[src/sv/assert_macros.svh]
// assertion macros used by the top level rtl file
`ifndef ASSERT_MACROS_SVH
`define ASSERT_MACROS_SVH

// clocked property check, off while reset is asserted
`define MLS_ASSERT(name, prop, msg) \
  name: assert property (@(posedge clk_i) disable iff (!rst_ni) (prop)) else $error(msg);

// same-cycle implication check
`define MLS_ASSERT_IMP(name, ante, cons, msg) \
  `MLS_ASSERT(name, (ante) |-> (cons), msg)

`endif

[src/sv/moesi_pkg.sv]
// package with types, codes and sizes of the moesi line state machine
`default_nettype none

package moesi_pkg;

  localparam int NUM_SETS    = 1024;
  localparam int NUM_WAYS    = 8;
  localparam int NUM_LINES   = NUM_SETS * NUM_WAYS;
  localparam int LINE_AW     = $clog2(NUM_LINES);
  localparam int QUEUE_DEPTH = 2;
  localparam int QPTR_W      = $clog2(QUEUE_DEPTH);
  localparam int QCNT_W      = $clog2(QUEUE_DEPTH + 1);

  typedef enum logic [2:0] {
    ACT_PROC_READ   = 3'd0,
    ACT_PROC_IREAD  = 3'd1,
    ACT_PROC_WRITE  = 3'd2,
    ACT_SNOOP_READ  = 3'd3,
    ACT_SNOOP_WRITE = 3'd4,
    ACT_SNOOP_RWIM  = 3'd5,
    ACT_SNOOP_INV   = 3'd6,
    ACT_RESERVED    = 3'd7
  } action_e;

  typedef enum logic [2:0] {
    ST_I = 3'd0,
    ST_S = 3'd1,
    ST_E = 3'd2,
    ST_O = 3'd3,
    ST_M = 3'd4
  } line_state_e;

  typedef enum logic [2:0] {
    BUS_NONE  = 3'd0,
    BUS_READ  = 3'd1,
    BUS_WRITE = 3'd2,
    BUS_INV   = 3'd3,
    BUS_RWIM  = 3'd4
  } bus_op_e;

  typedef enum logic [1:0] {
    SR_NONE  = 2'd0,
    SR_HIT   = 2'd1,
    SR_HITM  = 2'd2,
    SR_NOHIT = 2'd3
  } snoop_resp_e;

  typedef enum logic [1:0] {
    OTHERS_NOHIT = 2'd0,
    OTHERS_HIT   = 2'd1,
    OTHERS_HITM  = 2'd2,
    OTHERS_SPARE = 2'd3
  } others_e;

  typedef enum logic [1:0] {
    BK_CLEAR,
    BK_FETCH,
    BK_EXEC
  } back_state_e;

  typedef struct packed {
    logic [2:0] action;
    logic [9:0] set_index;
    logic [2:0] way;
    logic [1:0] others_snoop_result;
  } req_t;

  typedef struct packed {
    logic [2:0] bus_cmd;
    logic [1:0] snoop_reply;
    logic       line_lost;
    logic       bad_transition;
    logic [2:0] next_line_state;
  } rsp_t;

  typedef struct packed {
    action_e              act;
    logic [LINE_AW-1:0]   line_idx;
    logic                 out_of_range;
    logic                 others_hit;
  } cmd_t;

endpackage

`default_nettype wire

[src/sv/moesi_queue.sv]
// short command queue between front and back end
`default_nettype none

module moesi_queue import moesi_pkg::*; (
  input  wire  logic clk_i,
  input  wire  logic rst_ni,
  input  wire  logic push_valid_i,
  output logic       push_ready_o,
  input  wire  cmd_t push_cmd_i,
  output logic       pop_valid_o,
  input  wire  logic pop_ready_i,
  output cmd_t       pop_cmd_o
);

  cmd_t              slots_q [QUEUE_DEPTH];
  logic [QPTR_W-1:0] wr_ptr_q, wr_ptr_d;
  logic [QPTR_W-1:0] rd_ptr_q, rd_ptr_d;
  logic [QCNT_W-1:0] count_q, count_d;
  logic              push, pop;

  assign push_ready_o = (count_q != QCNT_W'(QUEUE_DEPTH));
  assign pop_valid_o  = (count_q != '0);
  assign pop_cmd_o    = slots_q[rd_ptr_q];
  assign push         = push_valid_i && push_ready_o;
  assign pop          = pop_valid_o && pop_ready_i;

  always_comb begin
    wr_ptr_d = wr_ptr_q;
    rd_ptr_d = rd_ptr_q;
    count_d  = count_q;
    if (push) begin
      wr_ptr_d = (wr_ptr_q == QPTR_W'(QUEUE_DEPTH - 1)) ? '0 : wr_ptr_q + QPTR_W'(1);
    end
    if (pop) begin
      rd_ptr_d = (rd_ptr_q == QPTR_W'(QUEUE_DEPTH - 1)) ? '0 : rd_ptr_q + QPTR_W'(1);
    end
    if (push && !pop) begin
      count_d = count_q + QCNT_W'(1);
    end else if (pop && !push) begin
      count_d = count_q - QCNT_W'(1);
    end
  end

  always_ff @(posedge clk_i or negedge rst_ni) begin
    if (!rst_ni) begin
      wr_ptr_q <= '0;
      rd_ptr_q <= '0;
      count_q  <= '0;
    end else begin
      wr_ptr_q <= wr_ptr_d;
      rd_ptr_q <= rd_ptr_d;
      count_q  <= count_d;
    end
  end

  always_ff @(posedge clk_i) begin
    if (push) begin
      slots_q[wr_ptr_q] <= push_cmd_i;
    end
  end

endmodule

`default_nettype wire

[config.mk]
export PLATFORM = sky130hd
export DESIGN_NAME = moesi_queue
export DESIGN_NICKNAME = d
export VERILOG_FILES = /design/src/sv/assert_macros.svh /design/src/sv/moesi_pkg.sv /design/src/sv/moesi_queue.sv
export SDC_FILE = /design/constraint.sdc
export NUM_CORES = 1
export LEC_CHECK = 0
export BUFFER_PORTS_ARGS = -buffer_cell sky130_fd_sc_hd__buf_2
export CAP_MARGIN = 20
export CORE_MARGIN = 2
export CORE_UTILIZATION = 40
export DETAILED_ROUTE_END_ITERATION = 6
export HOLD_SLACK_MARGIN = 0.06
export MAX_ROUTING_LAYER = met4
export PLACE_DENSITY = 0.66
export SLEW_MARGIN = 30
export SYNTH_ARGS = -nofsm -noshare
export SYNTH_HDL_FRONTEND = slang
export SYNTH_SLANG_ARGS = --single-unit
[constraint.sdc]
create_clock -name clk_i -period 1.88 [get_ports clk_i]
set_clock_uncertainty 0.1 [all_clocks]
set_input_delay 0.188 -clock clk_i [delete_from_list [all_inputs] [get_ports clk_i]]
set_output_delay 0.188 -clock clk_i [all_outputs]
set_load 0.05 [all_outputs]
# After elaboration in Yosys (flattened, before gate mapping)
# Memory sizes are Yosys's and may differ from the RTL's.
# Index checks and enable logic that the tools add are counted.
# word_totals
ramBits	36
out_inout_bits	20
n_memories	1
ff_bits	4
latch_bits	0
elab_cells	23
mem_bits_ro	0
# mem_list
memory	depth	word_bits	read_ports	rd_ports_with_merged_regs	wr	line_no	text
slots_q	2	18	1	0	1	moesi_queue.sv:15	cmd_t slots_q [QUEUE_DEPTH];
# op_classes
shift	0
n_eq_ne	1
add_sub_neg	4
n_mux	6
bitwise_logic	0
n_mul	0
div	0
n_reduce_logical	8
order_cmp	0
# op_table
operator	n
logical AND 1 bit	4
two-way mux 1 bit	4
two-way mux 2 bit	2
nonzero test 2 bit	2
adder 1 bit, second input constant	2
adder 2 x 1 -> 2 bit, second input constant	1
logical NOT 1 bit	2
inequality test 2 bit, second input constant	1
subtractor 2 x 1 -> 2 bit, second input constant	1

# Longest topological paths before layout
# Gate-level depths: netlist of the first run.
# depth
depth_word	6
ltp_mapped	7

# Least setup slack after synthesis of the first run
# No wires, ideal clock.
# synth_path
kind	reg-to-reg
start	register count_q[0]
end	memory slots_q[0][0] (netlist bit) (enable)
path_stages_with_launch	4
t_required_ns	1.387
path_slack_ns	-0.459
arrival_ns	1.847
cell_sequence	dfrtp_1 nand2b_1 nand2_1 nor2_1
# synth_between
elab_chain_len	4
# synth_rtl
item	line_no	text
start: declaration	moesi_queue.sv:18	logic [QCNT_W-1:0] count_q, count_d;
start signal: assignment	moesi_queue.sv:52	count_q <= count_d;
inequality test 2 bit	moesi_queue.sv:21	assign push_ready_o = (count_q != QCNT_W'(QUEUE_DEPTH));
via push_ready_o	moesi_queue.sv:8	output logic push_ready_o,
logical AND 1 bit	moesi_queue.sv:24	assign push = push_valid_i && push_ready_o;
two-way mux 1 bit	moesi_queue.sv:57	if (push) begin
two-way mux 1 bit (implied by the code)	moesi_queue.sv:58	slots_q[wr_ptr_q] <= push_cmd_i;
end: declaration	moesi_queue.sv:15	
# The timed path passes the listed nets, and every way through them passes these cells.

# Worst setup path after layout of the first run
# layout_path
start	register count_q[0]
end	register count_q[1]
# layout_between
elab_chain_len	5
elab_cells_between_ends	13
cone_classes	add/sub (2); eq/ne (1); mux (2); reduce/logical (8)
# layout_rtl
item	line_no	text
inequality test 2 bit *	moesi_queue.sv:21	
logical AND 1 bit *	moesi_queue.sv:24	
via push	moesi_queue.sv:19	logic push, pop;
logical NOT 1 bit	moesi_queue.sv:39	end else if (pop && !push) begin
logical AND 1 bit	moesi_queue.sv:39	
nonzero test 2 bit (no source line)	-	
# The timed path passes the listed nets; every way through them passes the cells marked *. The select of a mux whose other input is x is not followed.
# A chain may end at the register's enable or synchronous reset.

==> impl_metrics.yaml, run 1 <==
placed_design:
  place.port_buffers: 41
  globalplace.congestion: 0.6077
  hpwl_um: 1680
  place_ws_ns: 0.1747
timing:
  grt_setup_unrepaired: "false"
  setup_viol: 0
  layout_setup_ws_ns: 0.1179
  slew_viol_final: 0
  fin_crit_sh: 0.9373
  worst_pin_slew_ns: 0.4364
  min_period_ns: 1.762
  hold-worst-slack_ns: 0.1064
  max_freq_mhz: 567.5
  hold_violations: 0
  slew_headroom: 0.7091
drt:
  drc_errors: 0
  routed-via-count: 860
  dr.first_iter.drc_count: 19
  wire_per_inst_um: 13.39
  drt_wl_total_um: 2545
  viasPerCell: 4.526
  ant_nets: 0
  drt-pass1-iter-count: 4
synth:
  syn_nets: 97
  synth.avg_cell_area_sq_um: 20.85
  ys_ff_latch: 40
  syn_area_sq_um: 1543
  yosys_warnings: 0
  synthCells: 74
  ys_seq_area_frac: 0.7656
  yosysUniqueCellTypes: 15
pwr:
  p_total_w: 0.003465
  peakVddDrop_v: 0.001142
  powerDensity_nw_per_um2: 1661
  leakagePower_nw: 0.8397
layout:
  fin_util: 0.5655
  fillers: 317
  final_nets: 164
  area_growth_pct: 35.20
  diodes: 0
  layout-drive-gt1-share: 0.4930
setup_path:
  path_class: "register to register"
  crit_family: "simple AND/OR/NAND/NOR gates"
  crit_path_top_delay_cell: "dfrtp_1"
  crit_chain: "nand2b_1 > nand2_1 > inv_1 > ha_1 > nor2_1 > xor2_1"
  cp.arrival_ns: 1.86
  cp.required_ns: 1.98
  crit_buf_inv: 1
  path_max_fanout: 4
  cpPeakStageDelay_ns: 0.43
  cp-start-kind: "register"
  crit_path_end_kind: "register"
grt:
  grt_usage: 0.1272
  grt_pass1_vias: 864
  antenna_found_initial: 0
  grt_pass1_wl_um: 3774
  grt_max_degree: 19
  grt-ovfl-total: 0
clock_network:
  cts.sinks: 40
  cts_buffers: 5
  htree_levels: 2
  cts_tree: "yes"
  clkLatencyLatePin_ns: 0.28
  clk_path_buf_depth: 2
  ctsHoldBuffers: 19
  cts_setup_buffers: 0
  cts_root_buffer: "clkbuf_8"
  path_clk_slew_ns: 0.07
  cts_resized: 0
floorplan:
  rows: 22
  core_area_sq_um: 3689
  die_x_um: 66.11
  initial_utilization: 0.4182
  pin_count: 42
  die-height_um: 66.11
  dieArea_sq_um: 4370
flow_run:
  cap_violations: 0
hold_path:
  hp-class: "primary input to register"
status:
  status: "complete, no violations"
Yosys cell counts, drive strengths merged:
master | number | area, sq um
nand2 | 2 | 7.510
edfxtp | 36 | 1081
and3 | 1 | 6.260
or2 | 1 | 6.260
dfrtp | 4 | 100.1
nor2 | 2 | 7.510
buf | 2 | 31.28
nand2b | 1 | 6.260
inv | 1 | 3.750
mux2 | 18 | 236.5
ha | 1 | 12.51
xor2 | 2 | 17.52
xnor2 | 3 | 26.28
area by class of cell:
type	instances	area [sq um]	area share
flip-flops and latches	40	1181	0.5663
clock inverters	3	13.76	0.006599
repair buffers	62	422.9	0.2028
clock buffers	5	68.82	0.03299
multi-input cells	31	335.3	0.1608
inverters	1	3.754	0.001800
well taps	48	60.06	0.02879
worst paths after layout:
| check | start | endpoint | slack (ns) | depth (start not counted) |
|---|---|---|---|---|
| max | count_q[0] | count_q[1] | 0.12 | 6 |
| min | pop_ready_i | rd_ptr_q | 0.11 | 3 |
| max reg2reg | count_q[0] | count_q[1] | 0.12 | 6 |
| min reg2reg | count_q[1] | count_q[1] | 0.43 | 1 |
| max in group asynchronous | rst_ni | rd_ptr_q | 1.42 | 2 |
| min in group asynchronous | rst_ni | count_q[1] | 0.14 | 2 |
kinds of logic after synthesis:
family | count (synthesis) | synth area share
mux | 18 | 0.1533
buf+inv | 3 | 0.02271
xor+xnor | 5 | 0.02839
flops | 40 | 0.7656
simple gates | 7 | 0.02191
fa+ha+maj | 1 | 0.008109
power breakdown:
part	internal, W	total [W]	switching [W]
Clock	0.000251	0.000512	0.000261
Sequential	0.00123	0.00132	0.0000913
Combinational	0.000542	0.00163	0.00109
Total	0.00202	0.00347	0.00144
worst register-to-register path, cell delays in order (launching register included):
cell      delay (ns)
dfrtp_1         0.43
nand2b_1        0.20
nand2_1         0.18
inv_1           0.08
ha_1            0.33
nor2_1          0.18
xor2_1          0.18
per-stage QoR:
stage	instances	setup TNS, ns	area (sq um)
finish	190	0	2086
global route	190	0	2086
CTS	190	0	2086
detailed placement	163	0	1813
global placement	163	0	1813
floorplan	74	-0.02743	1551
flip-flops by register name (all words and copies together), names as in the netlist:
signal	count
count_q	2
wr_ptr_q	1
rd_ptr_q	1
slots_q	36
layout by cell type (no fill, tap or decap), drive strengths merged:
cell type and count:
and3 1, buf 43, clkbuf 5, clkinv 3, dfrtp 4, dlygate4sd3 19, edfxtp 36, ha 1
inv 1, mux2 18, nand2 2, nand2b 1, nor2 2, or2 1, xnor2 3, xor2 2
layer usage:
metal  share of wire  track usage
met5               0            -
met4           0.011      0.09184
met3           0.048      0.02555
met2            0.57       0.2200
met1            0.37       0.1263
No activity file was read; power rests on OpenSTA's default activity.
==> run 2: changes to the inputs <==
PLACE_DENSITY = not set   (was 0.66)
clock period = 2.15 ns   (was 1.88 ns; I/O delays follow)
==> run 2 against run 1 <==
Utilization rose by 1.0 points. Die area did not move. Sequential power fell by 12%. Register-to-register slack improved by 0.39 ns. Non-clock buffer count rose by 3. Clock power rose by 19%. Global-route usage rose by 0.41 points.
==> impl_metrics.yaml, run 2 (synthesized netlist as in run 1, its figures left out) <==
drt:
  drt_wl_total_um: 2487
  drc_errors: 0
  wire_per_inst_um: 12.89
  drt-pass1-iter-count: 2
  viasPerCell: 4.352
  ant_nets: 0
  dr.first_iter.drc_count: 13
  routed-via-count: 840
clock_network:
  path_clk_slew_ns: 0.08
  cts_buffers: 5
  cts_resized: 0
  cts_root_buffer: "clkbuf_8"
  htree_levels: 2
  cts_setup_buffers: 0
  ctsHoldBuffers: 19
  clk_path_buf_depth: 2
  clkLatencyLatePin_ns: 0.28
  cts.sinks: 40
  cts_tree: "yes"
grt:
  grt_max_degree: 19
  grt_pass1_vias: 854
  grt-ovfl-total: 0
  antenna_found_initial: 0
  grt_usage: 0.1313
  grt_pass1_wl_um: 3912
placed_design:
  place_area_sq_um: 1817
  post-place-cells: 166
  place_ws_ns: 0.4959
  globalplace.congestion: 0.6191
  place.port_buffers: 41
  hpwl_um: 1740
hold_path:
  hp-class: "primary input to register"
layout:
  largest_register: "slots_q"
  diodes: 0
  final_nets: 167
  largest_reg_flops: 36
  largestRegisters: "slots_q (36), count_q (2)"
  instances_no_fill: 193
  area_growth_pct: 37.63
  final_cell_mix: "buf_2, edfxtp_1, dlygate4sd3_1"
  fin_area_sq_um: 2123
  layout-drive-gt1-share: 0.4966
  final_common_cell: "buf_2"
floorplan:
  dieArea_sq_um: 4370
  initial_utilization: 0.4182
  rows: 22
  die_x_um: 66.11
  pin_count: 42
  core_area_sq_um: 3689
  die-height_um: 66.11
setup_path:
  path_max_fanout: 8
  path_class: "register to output pin"
  cp.required_ns: 1.84
  crit_path_end_kind: "output pin"
  cp.arrival_ns: 1.62
  cp-start-kind: "register"
timing:
  slew_headroom: 0.7499
  hold_violations: 0
  slew_viol_final: 0
  grt_setup_unrepaired: "false"
  fin_crit_sh: 0.9008
  max_freq_mhz: 516.3
  worst_pin_slew_ns: 0.3747
  min_period_ns: 1.937
  layout_setup_ws_ns: 0.2133
  finalSetupTns_ns: 0
  setup_viol: 0
pwr:
  powerDensity_nw_per_um2: 1494
  peakVddDrop_v: 0.0006812
  leakagePower_nw: 0.8636
flow_run:
  cap_violations: 0
status:
  status: "complete, no violations"
run 2: through the flow:
stage | utilization | total power, W | hold slack [ns]
6_report | 0.5756 | 0.003172 | 0.1232
4_1_cts | 0.5756 | 0.003214 | 0.1294
3_3_place_gp | 0.4925 | 0.002551 | -0.07208
3_5_place_dp | 0.4925 | 0.002572 | -0.06954
2_1_floorplan | - | 0.002316 | -0.1806
5_1_grt | 0.5756 | 0.003319 | 0.1381
run 2: power by group:
part / leakage (nW) / internal, W / switching (W)
clock: 0.0588 / 0.000373 / 0.000237
sequential: 0.381 / 0.00107 / 0.0000877
combinational: 0.424 / 0.000472 / 0.000929
run 2: metal layers:
layer,vias up,GRT usage,wire (um)
met5,-,-,0
li1,416,-,-
met2,22,0.2000,1213
met1,397,0.1522,1080
met3,5,0.04770,138
met4,0,0.06888,55
run 2: critical path, stage by stage, from the launching register on:
cell and delay, ns:
dfrtp_1 0.53, buf_4 0.25, mux2_2 0.35, buf_2 0.21
run 2: path summary, 6_finish.rpt:
check | slack [ns] | startpoint | to | depth (start not counted)
hold / removal | 0.12 | pop_ready_i | rd_ptr_q | 3
hold reg to reg | 0.40 | count_q[1] | count_q[1] | 1
min in group asynchronous | 0.15 | rst_ni | rd_ptr_q | 2
setup / recovery | 0.21 | rd_ptr_q | pop_cmd_o[1] | 3
setup reg to reg | 0.51 | count_q[0] | slots_q[0][2] | 4
max in group asynchronous | 1.67 | rst_ni | wr_ptr_q | 2
run 2: cell type report:
cell class	instances	area (sq um)
clock buffer	6	82.58
clock inverter	2	33.78
fill	315	1565
inverter	1	3.754
multi-input combinational	31	329.1
sequential	40	1181
tap	48	60.06
timing repair buffer	65	432.9
==> run 3: changes to the inputs <==
REMOVE_ABC_BUFFERS = 1   (was not set)
==> run 3 against run 2 <==
Sequential power is essentially flat. Sequential cell count is the same. Worst hold slack better by 0.028 ns. Combinational power about the same. Final area down 1.1%. Utilization shrank 0.64 points. Critical path depth is the same. Critical path type unchanged.
==> impl_metrics.yaml, run 3 (synthesized netlist as in run 1, its figures left out) <==
floorplan:
  core_area_sq_um: 3689
  initial_utilization: 0.4182
  die_x_um: 66.11
  die-height_um: 66.11
  rows: 22
  pin_count: 42
  dieArea_sq_um: 4370
grt:
  grt_max_degree: 14
  grt_pass1_wl_um: 3843
  grt-ovfl-total: 0
  grt_pass1_vias: 897
  grt_usage: 0.1270
  antenna_found_initial: 0
layout:
  largest_reg_flops: 36
  final_cell_mix: "buf_2, edfxtp_1, dlygate4sd3_1"
  ff_latch_area_sq_um: 1181
  fin_util: 0.5692
  diodes: 0
  fillers: 321
  largest_register: "slots_q"
  multiInputGateArea_sq_um: 329.1
  largestRegisters: "slots_q (36), count_q (2)"
  area_growth_pct: 36.09
  final_common_cell: "buf_2"
  layout-drive-gt1-share: 0.4828
  final_nets: 167
timing:
  slew_headroom: 0.7804
  setup_viol: 0
  hold-worst-slack_ns: 0.1512
  finalSetupTns_ns: 0
  max_freq_mhz: 529.5
  worst_pin_slew_ns: 0.3294
  fin_crit_sh: 0.8784
  min_period_ns: 1.888
  slew_viol_final: 0
  grt_setup_unrepaired: "false"
  hold_violations: 0
drt:
  drt-pass1-iter-count: 4
  dr.first_iter.drc_count: 27
  viasPerCell: 4.295
  ant_nets: 0
  wire_per_inst_um: 12.59
  routed-via-count: 829
  drc_errors: 0
  drt_wl_total_um: 2429
hold_path:
  hp-class: "primary input to register"
status:
  status: "complete, no violations"
setup_path:
  crit_path_end_kind: "output pin"
  crit_chain: "buf_12 > mux2_2 > buf_2"
  path_max_fanout: 13
  crit_path_top_delay_cell: "dfrtp_1"
  cp.arrival_ns: 1.57
  cp.required_ns: 1.84
  cp-start-kind: "register"
  path_class: "register to output pin"
  cpPeakStageDelay_ns: 0.53
clock_network:
  path_clk_slew_ns: 0.06
  clk_path_buf_depth: 2
  htree_levels: 2
  cts_tree: "yes"
  cts.sinks: 40
  cts_buffers: 5
  cts_setup_buffers: 0
  cts_root_buffer: "clkbuf_8"
  clkLatencyLatePin_ns: 0.28
pwr:
  powerDensity_nw_per_um2: 1446
  p_total_w: 0.003036
  peakVddDrop_v: 0.0007596
  leakagePower_nw: 0.8496
placed_design:
  globalplace.congestion: 0.6465
  place.port_buffers: 41
flow_run:
  cap_violations: 0
[run 3: cell types whose count changed in the layout (fill, tap and decap cells not counted)]
cell and change:
clkbuf_1 +2, buf_12 +1, buf_4 -1, bufinv_16 -1, clkbuf_8 -1
[run 3: what timing repair did]
| action | CTS | global route |
|---|---|---|
| hold endpoints to repair | 40 | 0 |
| hold buffers | 19 | 0 |
| resized for setup | 0 | 0 |
[run 3: critical path: cells and delay by family (launching register included)]
| family | cells | cell delay (ns) |
|---|---|---|
| buffers and inverters | 2 | 0.42 |
| muxes | 1 | 0.34 |
| DFF | 1 | 0.53 |
[run 3: path summary, 6_finish.rpt]
path,startpoint,end,slack [ns],depth (start not counted)
worst max-delay path,rd_ptr_q,pop_cmd_o[1],0.26,3
max in group asynchronous,rst_ni,rd_ptr_q,1.65,2
worst max register to register,count_q[0],count_q[1],0.53,7
min in group asynchronous,rst_ni,count_q[1],0.17,2
worst min register to register,count_q[1],count_q[1],0.39,1
worst min-delay path,pop_ready_i,rd_ptr_q,0.15,3
[run 3: metrics by stage]
| step | instances | area [sq um] | worst slack, ns |
|---|---|---|---|
| after floorplan | 72 | 1511 | -0.1895 |
| after global placement | 166 | 1829 | 0.5724 |
| after detailed placement | 166 | 1829 | 0.5439 |
| after CTS | 193 | 2100 | 0.2243 |
| after global routing | 193 | 2100 | 0.1812 |
| final | 193 | 2100 | 0.2615 |
[run 3: layout make-up]
class | instances | area share
Tap cell | 48 | 0.02861
Clock inverter | 1 | 0.001788
Sequential cell | 40 | 0.5626
Clock buffer | 7 | 0.03635
Timing Repair Buffer | 65 | 0.2122
Multi-Input combinational cell | 31 | 0.1567
Inverter | 1 | 0.001788
[run 3: where the power goes]
group / total (W) / internal, W / switching (W) / leakage, nW
registers: 0.00116 / 0.00107 / 0.0000887 / 0.381
clock network: 0.000451 / 0.000225 / 0.000226 / 0.0399
logic: 0.00142 / 0.000493 / 0.000931 / 0.429
[run 3: routing by layer]
| metal | vias to the layer above | GRT usage | wire length, um |
|---|---|---|---|
| li1 | 414 | - | - |
| met1 | 380 | 0.1315 | 1004 |
| met2 | 29 | 0.2063 | 1221 |
| met3 | 6 | 0.04089 | 153 |
| met4 | 0 | 0.08418 | 48 |
| met5 | - | - | 0 |
